===== src/rtl/core/lrd_pkg.sv =====
// Shared types, constants and register codes of the resampler.
// No dependencies; imported by every module of the block.
package lrd_pkg;

  localparam int SAMPLE_BITS = 24;
  localparam int MAX_OUTPUTS = 64;
  localparam int RATE_W      = 18;
  localparam int PHASE_W     = 19;
  localparam int EMIT_W      = $clog2(MAX_OUTPUTS + 1);
  localparam int DIFF_W      = SAMPLE_BITS + 1;
  localparam int PROD_W      = DIFF_W + PHASE_W;
  // Divider: quotient never reaches 2**QUO_W, so the top bits start as the remainder.
  localparam int QUO_W       = DIFF_W;
  localparam int DVD_W       = QUO_W + RATE_W;
  localparam int QCNT_W      = $clog2(QUO_W + 1);
  // Queue between front and back; depth is a power of two.
  localparam int FIFO_DEPTH  = 2;
  localparam int FIFO_AW     = $clog2(FIFO_DEPTH);
  localparam int FIFO_CW     = $clog2(FIFO_DEPTH + 1);

  localparam int CFG_AW      = 4;
  localparam int REG_IDX_W   = 2;
  localparam logic [REG_IDX_W-1:0] REG_IN_RATE     = 2'd0;
  localparam logic [REG_IDX_W-1:0] REG_OUT_RATE    = 2'd1;
  localparam logic [REG_IDX_W-1:0] REG_STEREO_MODE = 2'd2;

  localparam logic [RATE_W-1:0] IN_RATE_RST  = 18'd48000;
  localparam logic [RATE_W-1:0] OUT_RATE_RST = 18'd48000;

  typedef struct packed {
    logic [RATE_W-1:0] in_rate;
    logic [RATE_W-1:0] out_rate;
    logic              stereo_mode;
  } cfg_t;

  typedef struct packed {
    logic signed [SAMPLE_BITS-1:0] mono;
    logic                          last;
  } frame_t;

  typedef struct packed {
    logic             start;
    logic [DVD_W-1:0] dividend;
    logic [RATE_W-1:0] divisor;
  } div_req_t;

  typedef struct packed {
    logic              done;
    logic [QUO_W-1:0]  quot;
    logic [RATE_W-1:0] rem;
  } div_rsp_t;

  typedef enum logic [3:0] {
    ST_IDLE,
    ST_K1_START,
    ST_K1_WAIT,
    ST_K1_MUL,
    ST_K1_ADD,
    ST_K2_START,
    ST_K2_WAIT,
    ST_PLAN,
    ST_OUT_START,
    ST_OUT_MUL,
    ST_DIV_START,
    ST_DIV_WAIT,
    ST_EMIT,
    ST_FINISH
  } back_state_t;

endpackage


===== src/rtl/core/lrd_front.sv =====
// Front end: accepts input frames and reduces each to one mono sample.
// Depends on lrd_pkg; pushes into lrd_fifo.
module lrd_front (
  input  logic                          stereo_mode,
  input  logic                          in_tvalid,
  output logic                          in_tready,
  input  logic [47:0]                   in_tdata,  // left_sample[23:0], right_sample[47:24]
  input  logic                          in_tlast,  // last_frame
  input  logic                          fifo_full,
  output logic                          push,
  output lrd_pkg::frame_t               push_data
);
  import lrd_pkg::*;

  logic signed [SAMPLE_BITS-1:0] left;
  logic signed [SAMPLE_BITS-1:0] right;
  logic signed [DIFF_W-1:0]      sum;

  assign left  = $signed(in_tdata[SAMPLE_BITS-1:0]);
  assign right = $signed(in_tdata[2*SAMPLE_BITS-1:SAMPLE_BITS]);
  // Floor of the average is an arithmetic shift of the full-width sum.
  assign sum   = DIFF_W'(left) + DIFF_W'(right);

  assign in_tready      = !fifo_full;
  assign push           = in_tvalid && in_tready;
  assign push_data.mono = stereo_mode ? sum[DIFF_W-1:1] : left;
  assign push_data.last = in_tlast;

endmodule


===== src/rtl/core/lrd_fifo.sv =====
// Short queue of mono frames between the front end and the back end.
// Depends on lrd_pkg.
module lrd_fifo (
  input  logic            clk,
  input  logic            rst_n,
  input  logic            push,
  input  lrd_pkg::frame_t push_data,
  input  logic            pop,
  output logic            full,
  output logic            not_empty,
  output lrd_pkg::frame_t head
);
  import lrd_pkg::*;

  frame_t             mem [FIFO_DEPTH];
  logic [FIFO_AW-1:0] wr_ptr_r;
  logic [FIFO_AW-1:0] rd_ptr_r;
  logic [FIFO_CW-1:0] count_r;
  logic               do_pop;

  assign full      = (count_r == FIFO_CW'(FIFO_DEPTH));
  assign not_empty = (count_r != '0);
  assign do_pop    = pop && not_empty;
  assign head      = mem[rd_ptr_r];

  always_ff @(posedge clk) begin
    if (push) begin
      mem[wr_ptr_r] <= push_data;
    end
  end

  always_ff @(posedge clk) begin
    if (!rst_n) begin
      wr_ptr_r <= '0;
      rd_ptr_r <= '0;
      count_r  <= '0;
    end else begin
      if (push) begin
        wr_ptr_r <= wr_ptr_r + 1'b1;
      end
      if (do_pop) begin
        rd_ptr_r <= rd_ptr_r + 1'b1;
      end
      case ({push, do_pop})
        2'b10:   count_r <= count_r + 1'b1;
        2'b01:   count_r <= count_r - 1'b1;
        default: count_r <= count_r;
      endcase
    end
  end

endmodule


===== src/rtl/core/lrd_div.sv =====
// Shared restoring divider, one quotient bit per cycle.
// Depends on lrd_pkg; the upper dividend bits must already be below the divisor.
module lrd_div (
  input  logic              clk,
  input  logic              rst_n,
  input  lrd_pkg::div_req_t req,
  output lrd_pkg::div_rsp_t rsp
);
  import lrd_pkg::*;

  logic [RATE_W-1:0] rem_r, rem_nxt;
  logic [QUO_W-1:0]  acc_r, acc_nxt;
  logic [RATE_W-1:0] divisor_r;
  logic [QCNT_W-1:0] cnt_r, cnt_nxt;
  logic              busy_r, busy_nxt;
  logic              done_r, done_nxt;
  logic [RATE_W:0]   trial;
  logic [RATE_W:0]   diff;
  logic              ge;

  assign trial = {rem_r, acc_r[QUO_W-1]};
  assign diff  = trial - {1'b0, divisor_r};
  assign ge    = (trial >= {1'b0, divisor_r});

  always_comb begin
    rem_nxt  = rem_r;
    acc_nxt  = acc_r;
    cnt_nxt  = cnt_r;
    busy_nxt = busy_r;
    done_nxt = 1'b0;
    if (busy_r) begin
      rem_nxt = ge ? diff[RATE_W-1:0] : trial[RATE_W-1:0];
      acc_nxt = {acc_r[QUO_W-2:0], ge};
      cnt_nxt = cnt_r - 1'b1;
      if (cnt_r == QCNT_W'(1)) begin
        busy_nxt = 1'b0;
        done_nxt = 1'b1;
      end
    end else if (req.start) begin
      rem_nxt  = req.dividend[DVD_W-1:QUO_W];
      acc_nxt  = req.dividend[QUO_W-1:0];
      cnt_nxt  = QCNT_W'(QUO_W);
      busy_nxt = 1'b1;
    end
  end

  always_ff @(posedge clk) begin
    if (!rst_n) begin
      busy_r <= 1'b0;
      done_r <= 1'b0;
      cnt_r  <= '0;
    end else begin
      busy_r <= busy_nxt;
      done_r <= done_nxt;
      cnt_r  <= cnt_nxt;
    end
  end

  always_ff @(posedge clk) begin
    rem_r <= rem_nxt;
    acc_r <= acc_nxt;
    if (!busy_r && req.start) begin
      divisor_r <= req.divisor;
    end
  end

  assign rsp.done = done_r;
  assign rsp.quot = acc_r;
  assign rsp.rem  = rem_r;

endmodule


===== src/rtl/core/lrd_back.sv =====
// Back end: phase tracking, output counts, interpolation and result register.
// Depends on lrd_pkg; uses lrd_div through its request and response structs.
module lrd_back (
  input  logic                  clk,
  input  logic                  rst_n,
  input  lrd_pkg::cfg_t         cfg,
  input  logic                  fifo_not_empty,
  input  lrd_pkg::frame_t       fifo_head,
  output logic                  fifo_pop,
  output lrd_pkg::div_req_t     div_req,
  input  lrd_pkg::div_rsp_t     div_rsp,
  output logic                  out_tvalid,
  input  logic                  out_tready,
  output logic [23:0]           out_tdata,  // pcm_out[23:0]
  output logic                  out_tlast,  // out_last
  output logic                  out_tuser   // dropped
);
  import lrd_pkg::*;

  back_state_t state_r, state_nxt;

  logic signed [SAMPLE_BITS-1:0] prev_r, prev_nxt;
  logic                          have_prev_r, have_prev_nxt;
  logic [PHASE_W-1:0]            phase_r, phase_nxt;
  logic signed [SAMPLE_BITS-1:0] cur_r, cur_nxt;
  logic                          last_r, last_nxt;
  logic [PHASE_W-1:0]            p0_r, p0_nxt;
  logic [PHASE_W-1:0]            pw_r, pw_nxt;
  logic [PHASE_W-1:0]            k1_r, k1_nxt;
  logic [PHASE_W-1:0]            k2_r, k2_nxt;
  logic                          drop_r, drop_nxt;
  logic [EMIT_W-1:0]             emit_r, emit_nxt;
  logic [EMIT_W-1:0]             idx_r, idx_nxt;
  logic [PHASE_W-1:0]            ph_r, ph_nxt;
  logic signed [DIFF_W-1:0]      diff_r, diff_nxt;
  logic signed [PROD_W-1:0]      prod_r, prod_nxt;
  logic                          neg_r, neg_nxt;
  logic                          ovalid_r, ovalid_nxt;
  logic [SAMPLE_BITS-1:0]        odata_r, odata_nxt;
  logic                          olast_r, olast_nxt;
  logic                          odrop_r, odrop_nxt;

  logic                          rates_ok;
  logic                          pw_ge_out;
  logic [PHASE_W:0]              span_num;
  logic [2*PHASE_W-1:0]          kmul;
  logic signed [PROD_W-1:0]      imul;
  logic [PHASE_W:0]              total;
  logic [PROD_W-1:0]             mag;
  logic signed [QUO_W:0]         qadj;
  logic signed [QUO_W:0]         val;
  logic [EMIT_W-1:0]             idx_inc;

  assign rates_ok  = (cfg.in_rate != '0) && (cfg.out_rate != '0);
  assign pw_ge_out = (pw_r >= PHASE_W'(cfg.out_rate));
  // Outputs left in the interval: ceil((out_rate - pw) / in_rate), pw below out_rate.
  assign span_num  = (PHASE_W+1)'(cfg.out_rate) - (PHASE_W+1)'(pw_r)
                   + (PHASE_W+1)'(cfg.in_rate) - (PHASE_W+1)'(1);
  assign kmul      = k1_r * cfg.in_rate;
  assign imul      = diff_r * $signed({1'b0, ph_r[RATE_W-1:0]});
  assign total     = (PHASE_W+1)'(k1_r) + (PHASE_W+1)'(k2_r);
  assign mag       = prod_r[PROD_W-1] ? PROD_W'(-prod_r) : PROD_W'(prod_r);
  // Floor division of a negative product rounds the magnitude up.
  assign qadj      = neg_r ? -$signed({1'b0, div_rsp.quot} + (QUO_W+1)'(div_rsp.rem != '0))
                           : $signed({1'b0, div_rsp.quot});
  assign val       = (QUO_W+1)'(prev_r) + qadj;
  assign idx_inc   = idx_r + 1'b1;

  always_comb begin
    state_nxt     = state_r;
    prev_nxt      = prev_r;
    have_prev_nxt = have_prev_r;
    phase_nxt     = phase_r;
    cur_nxt       = cur_r;
    last_nxt      = last_r;
    p0_nxt        = p0_r;
    pw_nxt        = pw_r;
    k1_nxt        = k1_r;
    k2_nxt        = k2_r;
    drop_nxt      = drop_r;
    emit_nxt      = emit_r;
    idx_nxt       = idx_r;
    ph_nxt        = ph_r;
    diff_nxt      = diff_r;
    prod_nxt      = prod_r;
    neg_nxt       = neg_r;
    ovalid_nxt    = ovalid_r;
    odata_nxt     = odata_r;
    olast_nxt     = olast_r;
    odrop_nxt     = odrop_r;
    fifo_pop      = 1'b0;
    div_req.start    = 1'b0;
    div_req.dividend = DVD_W'(span_num);
    div_req.divisor  = cfg.in_rate;

    case (state_r)
      ST_IDLE: begin
        if (fifo_not_empty) begin
          fifo_pop  = 1'b1;
          cur_nxt   = fifo_head.mono;
          last_nxt  = fifo_head.last;
          p0_nxt    = phase_r;
          pw_nxt    = phase_r;
          k1_nxt    = '0;
          k2_nxt    = '0;
          state_nxt = (rates_ok && have_prev_r) ? ST_K1_START : ST_K2_START;
        end
      end
      ST_K1_START: begin
        if (pw_ge_out) begin
          pw_nxt    = pw_r - PHASE_W'(cfg.out_rate);
          state_nxt = ST_K2_START;
        end else begin
          div_req.start = 1'b1;
          state_nxt     = ST_K1_WAIT;
        end
      end
      ST_K1_WAIT: begin
        if (div_rsp.done) begin
          k1_nxt    = div_rsp.quot[PHASE_W-1:0];
          state_nxt = ST_K1_MUL;
        end
      end
      ST_K1_MUL: begin
        prod_nxt  = $signed(PROD_W'(kmul));
        state_nxt = ST_K1_ADD;
      end
      ST_K1_ADD: begin
        // Phase lands below in_rate, so the low bits hold it exactly.
        pw_nxt    = PHASE_W'((2*PHASE_W)'(pw_r) + prod_r[2*PHASE_W-1:0]
                    - (2*PHASE_W)'(cfg.out_rate));
        state_nxt = ST_K2_START;
      end
      ST_K2_START: begin
        if (!(rates_ok && last_r) || pw_ge_out) begin
          state_nxt = ST_PLAN;
        end else begin
          div_req.start = 1'b1;
          state_nxt     = ST_K2_WAIT;
        end
      end
      ST_K2_WAIT: begin
        if (div_rsp.done) begin
          k2_nxt    = div_rsp.quot[PHASE_W-1:0];
          state_nxt = ST_PLAN;
        end
      end
      ST_PLAN: begin
        drop_nxt  = (total > (PHASE_W+1)'(MAX_OUTPUTS));
        emit_nxt  = drop_nxt ? EMIT_W'(MAX_OUTPUTS) : total[EMIT_W-1:0];
        idx_nxt   = '0;
        ph_nxt    = p0_r;
        state_nxt = (emit_nxt == '0) ? ST_FINISH : ST_OUT_START;
      end
      ST_OUT_START: begin
        if (PHASE_W'(idx_r) < k1_r) begin
          diff_nxt  = DIFF_W'(cur_r) - DIFF_W'(prev_r);
          state_nxt = ST_OUT_MUL;
        end else begin
          odata_nxt  = cur_r;
          olast_nxt  = (idx_inc == emit_r);
          odrop_nxt  = drop_r;
          ovalid_nxt = 1'b1;
          state_nxt  = ST_EMIT;
        end
      end
      ST_OUT_MUL: begin
        prod_nxt  = imul;
        state_nxt = ST_DIV_START;
      end
      ST_DIV_START: begin
        neg_nxt          = prod_r[PROD_W-1];
        div_req.start    = 1'b1;
        div_req.dividend = mag[DVD_W-1:0];
        div_req.divisor  = cfg.out_rate;
        state_nxt        = ST_DIV_WAIT;
      end
      ST_DIV_WAIT: begin
        if (div_rsp.done) begin
          odata_nxt  = val[SAMPLE_BITS-1:0];
          olast_nxt  = (idx_inc == emit_r);
          odrop_nxt  = drop_r;
          ovalid_nxt = 1'b1;
          state_nxt  = ST_EMIT;
        end
      end
      ST_EMIT: begin
        if (out_tready) begin
          ovalid_nxt = 1'b0;
          idx_nxt    = idx_inc;
          ph_nxt     = ph_r + PHASE_W'(cfg.in_rate);
          state_nxt  = (idx_inc == emit_r) ? ST_FINISH : ST_OUT_START;
        end
      end
      ST_FINISH: begin
        prev_nxt = cur_r;
        if (last_r) begin
          have_prev_nxt = 1'b0;
          phase_nxt     = '0;
        end else begin
          have_prev_nxt = 1'b1;
          phase_nxt     = rates_ok ? pw_r : '0;
        end
        state_nxt = ST_IDLE;
      end
      default: begin
        state_nxt = ST_IDLE;
      end
    endcase
  end

  always_ff @(posedge clk) begin
    if (!rst_n) begin
      state_r     <= ST_IDLE;
      prev_r      <= '0;
      have_prev_r <= 1'b0;
      phase_r     <= '0;
      ovalid_r    <= 1'b0;
    end else begin
      state_r     <= state_nxt;
      prev_r      <= prev_nxt;
      have_prev_r <= have_prev_nxt;
      phase_r     <= phase_nxt;
      ovalid_r    <= ovalid_nxt;
    end
  end

  always_ff @(posedge clk) begin
    cur_r   <= cur_nxt;
    last_r  <= last_nxt;
    p0_r    <= p0_nxt;
    pw_r    <= pw_nxt;
    k1_r    <= k1_nxt;
    k2_r    <= k2_nxt;
    drop_r  <= drop_nxt;
    emit_r  <= emit_nxt;
    idx_r   <= idx_nxt;
    ph_r    <= ph_nxt;
    diff_r  <= diff_nxt;
    prod_r  <= prod_nxt;
    neg_r   <= neg_nxt;
    odata_r <= odata_nxt;
    olast_r <= olast_nxt;
    odrop_r <= odrop_nxt;
  end

  assign out_tvalid = ovalid_r;
  assign out_tdata  = odata_r;
  assign out_tlast  = olast_r;
  assign out_tuser  = odrop_r;

endmodule


===== src/rtl/core/linear_resampler_with_downmix.sv =====
// Top level of the linear resampler with stereo down-mix: config registers and wiring.
// Depends on lrd_pkg, lrd_front, lrd_fifo, lrd_div and lrd_back.
//
//  channel | direction | handshake              | payload
//  --------+-----------+------------------------+------------------------------------
//  in_     | slave     | in_tvalid / in_tready  | tdata: left, right; tlast: last frame
//  out_    | master    | out_tvalid/out_tready  | tdata: sample; tlast: last; tuser: drop
//  cfg_    | APB slave | psel+penable, pready=1 | in_rate 0x0, out_rate 0x4, stereo 0x8
//
// Work: a frame costs bookkeeping, more when it ends the stream, plus a divide for
// each interpolated result, while a copied result needs no divide; the shared
// divider (interval counts and each interpolation) sets the cost.
// Reset: synchronous, active low; rates return to 48000, mono mode, empty history.
// Stalls: a two-frame queue lets the input keep accepting while a result waits.
module linear_resampler_with_downmix (
  input  logic        clk,
  input  logic        rst_n,
  input  logic        in_tvalid,
  output logic        in_tready,
  input  logic [47:0] in_tdata,   // left_sample[23:0], right_sample[47:24]
  input  logic        in_tlast,   // last_frame
  output logic        out_tvalid,
  input  logic        out_tready,
  output logic [23:0] out_tdata,  // pcm_out[23:0]
  output logic        out_tlast,  // out_last
  output logic        out_tuser,  // dropped
  input  logic        cfg_psel,
  input  logic        cfg_penable,
  input  logic        cfg_pwrite,
  input  logic [3:0]  cfg_paddr,
  input  logic [31:0] cfg_pwdata,
  output logic [31:0] cfg_prdata,
  output logic        cfg_pready
);
  import lrd_pkg::*;

  logic [RATE_W-1:0]    in_rate_r;
  logic [RATE_W-1:0]    out_rate_r;
  logic                 stereo_r;
  logic                 cfg_wr;
  logic [REG_IDX_W-1:0] reg_idx;
  cfg_t                 cfg;

  frame_t   push_data;
  frame_t   head;
  logic     push;
  logic     pop;
  logic     fifo_full;
  logic     fifo_not_empty;
  div_req_t div_req;
  div_rsp_t div_rsp;

  // Register file: write on the access phase, read back combinationally.
  assign cfg_pready = 1'b1;
  assign reg_idx    = cfg_paddr[CFG_AW-1:2];
  assign cfg_wr     = cfg_psel && cfg_penable && cfg_pwrite && cfg_pready;

  always_ff @(posedge clk) begin
    if (!rst_n) begin
      in_rate_r  <= IN_RATE_RST;
      out_rate_r <= OUT_RATE_RST;
      stereo_r   <= 1'b0;
    end else if (cfg_wr) begin
      case (reg_idx)
        REG_IN_RATE:     in_rate_r  <= cfg_pwdata[RATE_W-1:0];
        REG_OUT_RATE:    out_rate_r <= cfg_pwdata[RATE_W-1:0];
        REG_STEREO_MODE: stereo_r   <= cfg_pwdata[0];
        default: begin
          // Drop writes to unmapped addresses.
        end
      endcase
    end
  end

  always_comb begin
    case (reg_idx)
      REG_IN_RATE:     cfg_prdata = 32'(in_rate_r);
      REG_OUT_RATE:    cfg_prdata = 32'(out_rate_r);
      REG_STEREO_MODE: cfg_prdata = 32'(stereo_r);
      default:         cfg_prdata = '0;
    endcase
  end

  assign cfg.in_rate     = in_rate_r;
  assign cfg.out_rate    = out_rate_r;
  assign cfg.stereo_mode = stereo_r;

  // Front: accept frames and down-mix into the queue.
  lrd_front u_front (
    .stereo_mode (cfg.stereo_mode),
    .in_tvalid   (in_tvalid),
    .in_tready   (in_tready),
    .in_tdata    (in_tdata),
    .in_tlast    (in_tlast),
    .fifo_full   (fifo_full),
    .push        (push),
    .push_data   (push_data)
  );

  lrd_fifo u_fifo (
    .clk       (clk),
    .rst_n     (rst_n),
    .push      (push),
    .push_data (push_data),
    .pop       (pop),
    .full      (fifo_full),
    .not_empty (fifo_not_empty),
    .head      (head)
  );

  // Divider shared by the interval counts and every interpolation.
  lrd_div u_div (
    .clk   (clk),
    .rst_n (rst_n),
    .req   (div_req),
    .rsp   (div_rsp)
  );

  // Back: advance the phase, count outputs, interpolate and hold each result.
  lrd_back u_back (
    .clk            (clk),
    .rst_n          (rst_n),
    .cfg            (cfg),
    .fifo_not_empty (fifo_not_empty),
    .fifo_head      (head),
    .fifo_pop       (pop),
    .div_req        (div_req),
    .div_rsp        (div_rsp),
    .out_tvalid     (out_tvalid),
    .out_tready     (out_tready),
    .out_tdata      (out_tdata),
    .out_tlast      (out_tlast),
    .out_tuser      (out_tuser)
  );

endmodule


===== config.mk =====
export PLATFORM = sky130hd
export DESIGN_NAME = linear_resampler_with_downmix
export DESIGN_NICKNAME = d
export VERILOG_FILES = /design/src/rtl/core/lrd_pkg.sv /design/src/rtl/core/lrd_front.sv /design/src/rtl/core/lrd_fifo.sv /design/src/rtl/core/lrd_div.sv /design/src/rtl/core/lrd_back.sv /design/src/rtl/core/linear_resampler_with_downmix.sv
export SDC_FILE = /design/constraint.sdc
export NUM_CORES = 2
export LEC_CHECK = 0
export ABC_CLOCK_PERIOD_IN_PS = 6200
export BUFFER_PORTS_ARGS = -buffer_cell sky130_fd_sc_hd__buf_2
export CAP_MARGIN = 25
export CELL_PAD_IN_SITES_DETAIL_PLACEMENT = 0
export CELL_PAD_IN_SITES_GLOBAL_PLACEMENT = 1
export CORE_MARGIN = 4
export CORE_UTILIZATION = 46
export CTS_BUF_LIST = sky130_fd_sc_hd__clkbuf_16
export CTS_CLUSTER_DIAMETER = 80
export DETAILED_ROUTE_END_ITERATION = 6
export PLACE_DENSITY_LB_ADDON = 0.25
export SKIP_CTS_REPAIR_TIMING = 1
export SLEW_MARGIN = 20
export SYNTH_ARGS = -nofsm -noshare
export SYNTH_HDL_FRONTEND = slang
export SYNTH_HIERARCHICAL = 1
export SYNTH_SLANG_ARGS = --single-unit

===== constraint.sdc =====
create_clock -name clk -period 6.2 [get_ports clk]
set_input_delay 0.31 -clock clk [delete_from_list [all_inputs] [get_ports clk]]
set_output_delay 0.31 -clock clk [all_outputs]
set_load 0.01 [all_outputs]

* Word-level counts from Yosys, hierarchy flattened
Memory sizes are Yosys's and may differ from the RTL's. A register that Yosys moved wholly into a read port is not among the register bits.
Index checks and enable logic that the tools add are counted.
Widths: inputs -> output; s select.
** Cells by class
- $add $sub $neg :: 21
- Multiply operators :: 2
- Order comparisons :: 4
- Equality and inequality tests :: 27
- Muxes and demuxes :: 65
- Reduce and logical (&&, ||, !) cells :: 41
** Operator list (count)
- $mux 19 :: 7
- $pmux 19 s2 :: 3
- $mux 24 :: 4
- $pmux 44 s2 :: 1
- $mux 61 :: 1
- $pmux 19 s3 :: 1
- $mux 18 :: 3
- $pmux 18 s3 :: 1
- $reduce_bool 18->1 :: 3
- $pmux 4 s13 :: 1
- $mux 25 :: 2
- $pmux 24 s2 :: 1
- $mul 25x19->44 :: 1
- $mux 43 :: 1
- $neg 43->43 :: 1
- $ge 19x18->1 :: 2
- $sub 19x18->19 :: 2
- $mul 19x18->37 :: 1
- $add 24x24->25 :: 1
- $sub 24x24->25 :: 1
- $add 24x1->24 :: 1
- $add 24x24->24 :: 1
- $eq 4x4->1 const B :: 6
- $neg 24->24 :: 1
- 44 further kinds :: 113
** Word-level totals
- Bits in registers :: 364
- Bits in writable memories :: 50
- Input bits :: 92
- Output and inout port bits :: 61
- Logic and storage cells :: 192
- Memories kept :: 1
** Memory list
- u_fifo.mem :: depth 2, bits a word 25, read ports 1, clocked after Yosys merged registers in 1, wr ports 1, RTL line lrd_fifo.sv:15 : frame_t mem [FIFO_DEPTH];

* Depth between registers and ports, before layout
- Depth after elaboration :: 9
- Mapped depth :: 29
- Depth with buffers taken out :: 29

* Modules after synthesis
Netlist, hierarchy kept.
** Modules (own cells, without submodules)
- lrd_back :: times used 1, cells an instance 5406, area each 47919.7 um^2, sequential area each 7857.5 um^2
- lrd_div :: times used 1, cells an instance 330, area each 3778.6 um^2, sequential area each 1971.9 um^2
- lrd_fifo :: times used 1, cells an instance 101, area each 2024.4 um^2, sequential area each 1601.5 um^2
- linear_resampler_with_downmix :: times used 1, cells an instance 204, area each 1868.0 um^2, sequential area each 740.7 um^2
- lrd_front :: times used 1, cells an instance 214, area each 1508.9 um^2, sequential area each 0.0 um^2

* Least setup slack after synthesis
Ideal clock, no wire load.
- Path kind :: register -> register
- From :: register in_rate_r[11]
- To :: register u_back.prod_r[35] (data pin)
- Library setup time :: 0.270 ns
- Arrival time :: 6.476 ns
- Required time :: 5.930 ns
- Path slack :: -0.545 ns
- Cell stages (with the launch flop) :: 26
- Path buffers :: 2
- Clock period less this slack :: 6.745 ns
- Cells stage by stage :: dfxtp_1 -> clkbuf_1 -> buf_1 -> nand2_1 -> fa_1 -> inv_1 -> fa_1 -> inv_1 -> fa_1 -> inv_1 -> fa_1 -> fa_1 -> inv_1 -> fa_1 -> inv_1 -> ha_1 -> nand2_1 -> or3_1 -> a211oi_1 -> nor2_1 -> o31ai_2 -> a21oi_1 -> a211o_1 -> o21a_1 -> xor2_1 -> mux2i_1
** Between the ends
- Word-level cells in the longest chain between the ends :: 2
** Ends and longest elaborated chain
- start: declaration :: RTL line linear_resampler_with_downmix.sv:37 : logic [RATE_W-1:0] in_rate_r;
- start signal: assignment :: RTL line linear_resampler_with_downmix.sv:65 : REG_IN_RATE: in_rate_r <= cfg_pwdata[RATE_W-1:0];
- $mul 19x18->37 :: RTL line lrd_back.sv:59 : assign kmul = k1_r * cfg.in_rate;
- $pmux 44 s2 :: RTL line lrd_back.sv:96 : case (state_r)
- named net u_back.prod_nxt[35] :: RTL line lrd_back.sv:36 : logic signed [PROD_W-1:0] prod_r, prod_nxt;
- end signal: assignment :: RTL line lrd_back.sv:240 : prod_r <= prod_nxt;
- end: declaration :: RTL line lrd_back.sv:36
The timed path passes the listed nets, and every way through them passes these cells.
A chain may end at the register's enable or synchronous reset.

* Worst setup path after layout
- From :: register u_back.ph_r[1]
- To :: register u_back.prod_r[42] (data pin)
** Between the ends
- Word-level cells in the longest chain between the ends :: 2
** Ends and longest elaborated chain
- start: declaration :: RTL line lrd_back.sv:34 : logic [PHASE_W-1:0] ph_r, ph_nxt;
- start signal: assignment :: RTL line lrd_back.sv:238 : ph_r <= ph_nxt;
- $mul 25x19->44 :: RTL line lrd_back.sv:60 : assign imul = diff_r * $signed({1'b0, ph_r[RATE_W-1:0]});
- $pmux 44 s2 :: RTL line lrd_back.sv:96
Every way passes these cells.

==> results.tsv <==
stage	metric	value	unit
status	status	complete, but fails checks	
status	failing checks	setup timing	
placed_design	routability cong.	0.935	
timing	RSZ-0062 raised after global routing	true	
flow_run	max_cap viols	0	
critical_path	most frequent CP cell	fa_1	
floorplanning	area of the core	123000	µm²
route	First DRT Iteration DRCs	3705	
floorplanning	area of the die	130000	µm²
placed_design	hpwl dp	150000	µm
timing	Worst Tran Pin Value	1.14	ns
min_path	Hold Crit Start	cfg_pwdata[2]	
critical_path	critical path arrival	7.13	ns
timing	fmax	148	MHz
timing	worst clock skew	0.0413	ns
clock_tree	Clock H-tree levels	2	
critical_path	Setup CP Type	register to register	
clock_tree	clock slew seen by the registers of the worst setup and hold paths	0.06	ns
clock_tree	CTS Buffer Depth	3	
critical_path	Critical-path top delay cell	fa_1	
critical_path	Top delay family on crit path	adder cells	
timing	min cycle time layout	6.77	ns
finish	Total Nets Final	8095	
synth	Mapped Cells	6255	
floorplanning	Die W	360	µm
synth	Synth area leaders	fa_1 (27%), edfxtp_1 (18%), ha_1 (9.6%)	
floorplanning	Initial Util	46.2	%
critical_path	CP Launch Type	register	
route	vias per std cell	5.37	
finish	share of post-route cells with drive strength above 1	16.5	%
global_routing	first-pass GRT wire length	276000	µm
clock_tree	CTS Buf Count	55	
clock_tree	# clock sinks	438	
route	final wirelength	183000	µm
synth	Post-synth top cells	inv_1 (1154), fa_1 (761), nand2_1 (761)	
synth	synth warn	6	
floorplanning	# IOs	153	
critical_path	Critical Path RT	6.56	ns
global_routing	GRT Total Usage	27.6	%
global_routing	Remaining Overflow, GRT	0	
synth	Seq/Total Area, Yosys	21.3	%
critical_path	crit path max fanout	6	
critical_path	Critical Path Source	u_back/ph_r[1]	
timing	final setup fails	19	
critical_path	Crit. End Element	register	
clock_tree	Root Driver	clkbuf_16	
synth	EDFF count, synth	340	
synth	synth unique cells	93	
synth	async set-or-reset flop fraction in the synthesized netlist	0	%
global_routing	initial antenna violation count	6	
synth	Mapped Area	57100	µm²
synth	Yosys top cell area share	26.7	%
global_routing	vias in the first global route	45700	
timing	final hold violations	0	
timing	crit share post-route	109	%
route	DRT antenna net count	0	
synth	Yosys reg bits	438	
clock_tree	CTS tree	yes	
synth	Syn Area/Cell	9.13	µm²
floorplanning	num rows	129	
route	residual DRC count	0	
min_path	hold crit path type	input port to register	
route	wire length per cell	21.6	µm
critical_path	slowest stage delay, CP	0.56	ns
timing	Max Slew Vio Count	0	
route	via count	45500	
placed_design	# port buffers	121	
placed_design	Post-DP Area	63600	µm²
floorplanning	die height	360	µm
finish	synth-to-layout area growth	17.4	%
synth	Synth area leader	fa_1	
critical_path	reg2reg start	u_back/ph_r[1]	
clock_tree	clk_lat worst skew	0.66	ns
global_routing	largest net degree at the start of global routing	74	
finish	fin area	67000	µm²
critical_path	Critical path buffers and inverters	8	
timing	Slew headroom	24.0	%
synth	most frequent cell after synthesis	inv_1	
timing	fin worst setup slack	-0.568	ns
route	drt first pass iters	6	
synth	prevailing post-synth register cell	edfxtp_1	
## logic make-up after synthesis
group | Yosys count | synth area share, %
and+or+nand+nor | 1851 | 15.5
buffers and inverters | 1420 | 9.53
adders and majority gates | 1201 | 36.3
AOI/OAI and AO/OA | 911 | 10.2
DFF | 438 | 21.3
xor gates and xnor gates | 285 | 4.37
muxes | 147 | 2.72
other | 2 | 0.0132
## sequential cells by signal (all words and copies together) (netlist names), 24 cells and up, named ones only
name and count:
u_fifo/mem 50, u_back/prod_r 44, u_back/diff_r 25, u_div/acc_r 25, u_back/cur_r 24, u_back/out_tdata 24
u_back/prev_r 24
## layout make-up
| cell class | instances | area [µm²] |
|---|---|---|
| Fill cell | 11300 | 56500 |
| Multi-Input combinational cell | 4410 | 40600 |
| Sequential cell | 438 | 12200 |
| Timing Repair Buffer | 735 | 5990 |
| Inverter | 1162 | 4390 |
| Tap cell | 1637 | 2050 |
| Clock buffer | 57 | 1430 |
| Clock inverter | 45 | 428 |
| Antenna cell | 3 | 7.51 |
## placed cells by master (no fill, tap or decap), types with 155 or more instances in the layout
cell	synthesis	final
buf_4	19	525
xnor2_1	159	155
ha_1	440	415
a21oi_1	239	213
fa_1	761	739
o21ai_0	215	196
nand2_1	761	753
edfxtp_1	340	340
and2_1	337	322
nor2_1	316	302
inv_1	1154	1139
## per-stage QoR
step / TNS (ns) / std cells / util, % / worst slack, ns / hold slack, ns
floorplan: -0.0299 / 6268 / - / -0.0299 / 0.400
global placement: -8.96 / 8320 / 51.5 / -0.793 / 0.445
detailed placement: -9.76 / 8321 / 51.5 / -0.842 / 0.443
CTS: -10.62 / 8423 / 53.0 / -0.862 / -0.201
global route: -11.54 / 8484 / 54.3 / -0.798 / 0.0129
finish: -6.72 / 8487 / 54.3 / -0.568 / 0.0206
## per-layer routing
layer	part of all wire, %	vias up	global-route usage (%)
met2	44	1538	42.2
met1	45	22600	39.7
met3	8.3	235	5.51
met5	0.0044	-	0
met4	3.6	2	8.38
li1	-	21200	-
## tightest hold or removal path, stage by stage
cell	delay, ns
buf_2	0.13
nand2_1	0.10
mux2i_1	0.07
## final timing paths
path	to	cells past startpoint	slack [ns]
worst max-delay path	u_back/prod_r[42]	27	-0.57
worst min-delay path	out_rate_r[2]	3	0.02
worst max register to register	u_back/prod_r[42]	27	-0.57
worst min register to register	u_back/out_tuser	0	0.45
Power is left out: the tool's default activity adds up to more than one toggle a clock period on the data nets, which glitch-free logic cannot reach.
